### src/hw/rtl/ale_pkg.sv
// package for the array list engine: sizes, codes and word types
package ale_pkg;
    localparam int MaxEntries = 32;
    localparam int ValueWidth = 32;
    localparam int CntW = $clog2(MaxEntries + 1);
    localparam int IdxW = $clog2(MaxEntries);

    localparam logic [2:0] FUNC_CLEAR  = 3'd0;
    localparam logic [2:0] FUNC_INSERT = 3'd1;
    localparam logic [2:0] FUNC_DELETE = 3'd2;
    localparam logic [2:0] FUNC_LOCATE = 3'd3;
    localparam logic [2:0] FUNC_READ   = 3'd4;
    localparam logic [2:0] FUNC_SORT   = 3'd5;
    localparam logic [2:0] FUNC_DEDUPE = 3'd6;

    localparam logic [1:0] ST_OK    = 2'd0;
    localparam logic [1:0] ST_FULL  = 2'd1;
    localparam logic [1:0] ST_INVAL = 2'd2;
    localparam logic [1:0] ST_EMPTY = 2'd3;

    typedef logic signed [ValueWidth-1:0] t_val;

    // per-cycle command broadcast to every cell
    typedef struct packed {
        logic          ins;    // shift right from pos, load at pos
        logic          del;    // shift left from pos
        logic          swap;   // odd-even transposition step
        logic          parity; // which pairs swap
        logic [IdxW:0] pos;    // 0-based index
        t_val          val;
    } t_cell_cmd;

    typedef struct packed {
        logic [2:0]         func;
        logic signed [31:0] value;
        logic [5:0]         position;
    } t_in_word;

    typedef struct packed {
        logic [1:0]         status;
        logic [5:0]         found_position;
        logic               found;
        logic signed [31:0] read_value;
        logic [5:0]         length;
        logic               is_empty;
        logic               is_full;
    } t_out_word;
endpackage

### src/hw/rtl/ale_cell.sv
// one list cell: holds an entry and takes its neighbor's entry on a shift
module ale_cell import ale_pkg::*; (
    input  logic              i_clk,
    input  logic [IdxW-1:0]   i_idx,
    input  t_cell_cmd         i_cmd,
    input  t_val              i_left,
    input  t_val              i_right,
    output t_val              o_val
);
    t_val r_val;
    t_val n_val;
    logic [IdxW:0] w_idx;
    logic w_lo;
    logic w_hi;

    assign w_idx = {1'b0, i_idx};
    // pair partner for transposition: low member when idx parity matches;
    // during a sort pos carries the length, so only held entries pair up
    assign w_lo = (i_idx[0] == i_cmd.parity) &&
                  ((w_idx + (IdxW+1)'(1)) < i_cmd.pos);
    assign w_hi = (i_idx[0] != i_cmd.parity) && (i_idx != '0) &&
                  (w_idx < i_cmd.pos);

    always_comb begin
        n_val = r_val;
        if (i_cmd.ins) begin
            if (w_idx == i_cmd.pos) begin
                n_val = i_cmd.val;
            end else if (w_idx > i_cmd.pos) begin
                n_val = i_left;
            end
        end else if (i_cmd.del) begin
            if (w_idx >= i_cmd.pos) begin
                n_val = i_right;
            end
        end else if (i_cmd.swap) begin
            if (w_lo && (r_val > i_right)) begin
                n_val = i_right;
            end else if (w_hi && (i_left > r_val)) begin
                n_val = i_left;
            end
        end
    end

    always_ff @(posedge i_clk) begin
        r_val <= n_val;
    end

    assign o_val = r_val;
endmodule

### config.mk
export PLATFORM = sky130hd
export DESIGN_NAME = ale_cell
export DESIGN_NICKNAME = d
export VERILOG_FILES = /design/src/hw/rtl/ale_pkg.sv /design/src/hw/rtl/ale_cell.sv
export SDC_FILE = /design/constraint.sdc
export NUM_CORES = 1
export LEC_CHECK = 0
export BUFFER_PORTS_ARGS = -buffer_cell sky130_fd_sc_hd__buf_2
export CAP_MARGIN = 30
export CORE_MARGIN = 1
export CORE_UTILIZATION = 45
export CTS_CLUSTER_DIAMETER = 200
export CTS_CLUSTER_SIZE = 12
export DETAILED_ROUTE_END_ITERATION = 16
export HOLD_SLACK_MARGIN = 0.15
export PLACE_DENSITY_LB_ADDON = 0.25
export RECOVER_POWER = 100
export SLEW_MARGIN = 20
export SYNTH_ARGS = -nofsm -noshare
export SYNTH_HDL_FRONTEND = slang
export SYNTH_SLANG_ARGS = --single-unit
### constraint.sdc
create_clock -name i_clk -period 5.4 [get_ports i_clk]
set_input_delay 0.27 -clock i_clk [delete_from_list [all_inputs] [get_ports i_clk]]
set_output_delay 0.27 -clock i_clk [all_outputs]
set_load 0.01 [all_outputs]
==> impl_table.tex <==
\begin{tabular}{lr}
\hline
Metric & Value \\
\hline
\multicolumn{2}{l}{\textbf{Worst setup path}} \\
\quad Beginning of the worst register-to-register path & o\_val[30] \\
\quad Critical Path End Type & flip-flop \\
\quad Critical path launch point type & flip-flop \\
\quad Endpoint required time on the critical path & 5.30 ns \\
\quad Data arrival at the endpoint of the critical path & 3.94 ns \\
\quad Terminus of the critical flop-to-flop path & o\_val[1] \\
\quad Startpoint-to-endpoint class of the critical path & flip-flop to flip-flop \\
\quad Largest fanout on the critical path & 22 \\
\quad Worst reg2reg path depth & 9 \\
\quad Slack of the worst reg-to-reg path & 1.36 ns \\
\multicolumn{2}{l}{\textbf{Floorplan}} \\
\quad DIE AREA & 9780 µm² \\
\quad I/O pin count & 144 \\
\quad Starting Density & 47.5\% \\
\quad Number of cell rows & 34 \\
\quad Core Area & 8890 µm² \\
\quad Die W & 98.9 µm \\
\quad Vertical extent of the die & 98.9 µm \\
\multicolumn{2}{l}{\textbf{Clock network}} \\
\quad H-tree level count & 2 \\
\quad Clock tree from TritonCTS & done \\
\quad Post-CTS Setup Repair Bufs & 0 \\
\quad Worst skew pair latency & 0.29 ns \\
\quad Post-CTS Hold Buffers & 0 \\
\quad PostCTS Resize Cnt & 0 \\
\quad CTS Root Buffer Type & sky130\_fd\_sc\_hd\_\_clkbuf\_8 \\
\quad Clock transition at path regs & 0.07 ns \\
\quad Clock buffer count from CTS & 5 \\
\quad Maximum clock insertion buffer count & 2 \\
\quad Number of clock sinks seen by CTS & 32 \\
\multicolumn{2}{l}{\textbf{Hold path}} \\
\quad Cell depth of the worst hold path & 3 \\
\quad Hold crit path type & input port to flip-flop \\
\quad Hold Crit Endpoint & o\_val[0] \\
\quad Hold path start & i\_cmd[0] \\
\multicolumn{2}{l}{\textbf{Placed design}} \\
\quad I/O Buffers & 143 \\
\quad Placed wire-length estimate & 9.34 mm \\
\quad Final RePlAce weighted congestion & 0.821 \\
\quad Worst slack at placement & 2.06 ns \\
\multicolumn{2}{l}{\textbf{Global route}} \\
\quad Total global-route track usage & 24.8\% \\
\quad Number of global-route vias before repair & 4009 \\
\quad Antenna violations before repair & 0 \\
\quad Largest net degree at the start of global routing & 69 \\
\quad Residual overflow from global routing & 0 \\
\quad Global-route wire length before repair & 19.4 mm \\
\multicolumn{2}{l}{\textbf{Yosys}} \\
\quad Flops \& latches, synth & 32 \\
\quad Area share of fa/ha/maj cells after synthesis & 22.8\% \\
\quad Synthesized-area fraction occupied by xor and xnor cells & 0.829\% \\
\quad Mapped Nets & 659 \\
\quad Top cell type by total area after synthesis & sky130\_fd\_sc\_hd\_\_ha\_1 \\
\quad Area fraction of the dominant cell type after synthesis & 22.8\% \\
\quad Unique cell type count in the Yosys netlist & 54 \\
\quad Netlist area before placement & 4230 µm² \\
\quad Number of standard cells after synthesis & 470 \\
\quad Async SR Flop Fraction & 0\% \\
\quad Synth Area in Simple Gates & 8.82\% \\
\quad Average size of a mapped cell & 8.99 µm² \\
\quad Number of warnings reported in the yosys synthesis log & 0 \\
\quad Share of cell area taken by muxes after synthesis & 7.34\% \\
\quad Largest family of logic cells by synthesized area & compound AO/OA/AOI/OAI gates \\
\quad Proportion of synthesized chip area in sequential cells & 22.7\% \\
\quad Number of synthesized flops with an enable pin & 32 \\
\quad Top FF cell, synth & sky130\_fd\_sc\_hd\_\_edfxtp\_1 \\
\quad Share of the synthesized area in compound gates (AO/OA/AOI/OAI) & 27.0\% \\
\quad Most area-consuming cells after synthesis & sky130\_fd\_sc\_hd\_\_ha\_1 23\%, sky130\_fd\_sc\_hd\_\_edfxtp\_1 23\%, sky130\_fd\_sc\_hd\_\_mux2i\_1 7.3\% \\
\multicolumn{2}{l}{\textbf{Routing}} \\
\quad Starting DRC count in detailed routing & 159 \\
\quad Final wirelength & 12.0 mm \\
\quad Overall via count from detail\_route & 4149 \\
\quad Detailed Routing Iterations Pass 1 & 5 \\
\quad Remaining antenna violation count & 0 \\
\quad Post-detailed-route DRC marker count & 0 \\
\quad Avg WL per Cell & 16.9 µm \\
\quad Vias per cell & 5.85 \\
\multicolumn{2}{l}{\textbf{Pwr}} \\
\quad Leak & 0.00234 µW \\
\quad Ratio of total power to cell area & 182 nW/µm² \\
\quad Overall Power & 902 µW \\
\quad Peak ir drop on the vdd network & 0.0853 mV \\
\multicolumn{2}{l}{\textbf{Finish}} \\
\quad Number of diodes added for antenna fixing & 0 \\
\quad Largest register FFs & 32 \\
\quad Most frequent cells in the layout & 111 x sky130\_fd\_sc\_hd\_\_buf\_2, 77 x sky130\_fd\_sc\_hd\_\_ha\_1, 74 x sky130\_fd\_sc\_hd\_\_inv\_1 \\
\quad Layout-stage area growth over the synthesis result & 17.0\% \\
\quad Leading cell type in the layout, fill and taps excluded & sky130\_fd\_sc\_hd\_\_buf\_2 \\
\quad Final nets & 790 \\
\quad Fillers & 871 \\
\quad Fraction of final layout cells with drive strength greater than 1 & 22.8\% \\
\quad Fin util & 55.6\% \\
\multicolumn{2}{l}{\textbf{Timing}} \\
\quad Finish-stage setup viols & 0 \\
\quad RSZ-0062 raised after global routing & no \\
\quad Actual transition at the worst max-transition pin & 1.74 ns \\
\quad Worst clock skew & 0.00404 ns \\
\quad Least setup slack across all paths after layout & 1.36 ns \\
\quad Peak Freq & 248 MHz \\
\quad Final count of pins violating max slew & 33 \\
\quad Final number of hold-violating endpoints & 0 \\
\quad Final TNS setup & 0 ns \\
\quad Tcrit/Tclk final & 74.8\% \\
\quad Min cycle time layout & 4.04 ns \\
\quad Tightest slew margin relative to the limit & -16.1\% \\
\multicolumn{2}{l}{\textbf{Outcome}} \\
\quad Violations in the final reports & capacitance limit, slew limit \\
\quad Run status & finished, violations left \\
\multicolumn{2}{l}{\textbf{Flow run}} \\
\quad Number of maximum-capacitance violations & 1 \\
\hline
\end{tabular}
==> area by class of cell <==
type / count / area (µm²) / share of cell area, %
tap: 108 / 135 / 2.73
inverter: 74 / 278 / 5.62
timing repair buffer: 147 / 702 / 14.2
clock buffer: 6 / 72.6 / 1.47
multi-input combinational: 341 / 2790 / 56.5
clock inverter: 1 / 5.00 / 0.101
sequential: 32 / 961 / 19.4
==> Yosys cell counts (4+ instances only) <==
library cell	count
sky130_fd_sc_hd__buf_2	6
sky130_fd_sc_hd__nand2_1	14
sky130_fd_sc_hd__nand3_1	6
sky130_fd_sc_hd__nor2b_1	4
sky130_fd_sc_hd__ha_1	77
sky130_fd_sc_hd__mux2i_1	31
sky130_fd_sc_hd__a31oi_1	32
sky130_fd_sc_hd__nand4_1	15
sky130_fd_sc_hd__clkbuf_1	7
sky130_fd_sc_hd__a22oi_2	10
sky130_fd_sc_hd__a21oi_1	26
sky130_fd_sc_hd__o21ai_0	9
sky130_fd_sc_hd__inv_1	74
sky130_fd_sc_hd__a22oi_1	22
sky130_fd_sc_hd__edfxtp_1	32
sky130_fd_sc_hd__o21ai_1	33
sky130_fd_sc_hd__a21o_1	7
sky130_fd_sc_hd__buf_6	9
sky130_fd_sc_hd__nor2_1	10
==> worst max-delay path, stage by stage (launching register included) <==
cell	delay, ns
sky130_fd_sc_hd__edfxtp_1	0.38
sky130_fd_sc_hd__inv_1	0.06
sky130_fd_sc_hd__ha_1	0.29
sky130_fd_sc_hd__nand4_1	0.19
sky130_fd_sc_hd__nor4_1	0.64
sky130_fd_sc_hd__o311ai_0	0.37
sky130_fd_sc_hd__nand4_1	0.18
sky130_fd_sc_hd__o211a_1	0.15
sky130_fd_sc_hd__a211o_1	0.36
sky130_fd_sc_hd__clkbuf_1	1.01
==> through the flow <==
stage                     cell area (µm²)  hold WS (ns)  std cells
after floorplan                      4230         0.506        470
after global placement               4940         0.606        702
after detailed placement             4940         0.617        702
after CTS                            5020         0.321        709
after global routing                 4940         0.370        709
final                                4940         0.347        709
==> cells by family after synthesis <==
logic type	after synthesis
multiplexers	31
flip-flops	32
buffers and inverters	97
XOR/XNOR	4
AO/OA/AOI/OAI	165
adder cells (fa/ha/maj)	77
AND/OR/NAND/NOR	64
==> worst max path at each step <==
stage                     from   endpoint  slack [ns]  cells past startpoint
floorplan            o_val[14]   o_val[0]        2.18                      8
global placement    i_right[5]   o_val[8]        2.14                     11
detailed placement  i_left[31]  o_val[19]        2.06                      9
CTS                  o_val[30]   o_val[3]        2.05                      9
global route         o_val[27]  o_val[14]        1.11                      8
finish               o_val[30]   o_val[1]        1.36                      9
==> power by group <==
part	switching [µW]	internal [µW]	total [µW]
sequential	19.4	309	329
clock	91.8	87.6	179
combinational	234	161	394
total	345	558	902
==> per-layer routing <==
| metal | part of all wire [%] | track usage [%] | up-vias |
|---|---|---|---|
| met4 | 0.94 | 5.97 | 0 |
| met1 | 44 | 32.8 | 1925 |
| met3 | 7.6 | 2.98 | 8 |
| met5 | 0 | 0 | - |
| met2 | 47 | 43.0 | 176 |
| li1 | - | - | 2040 |
No activity file was read; power rests on OpenSTA's default activity.
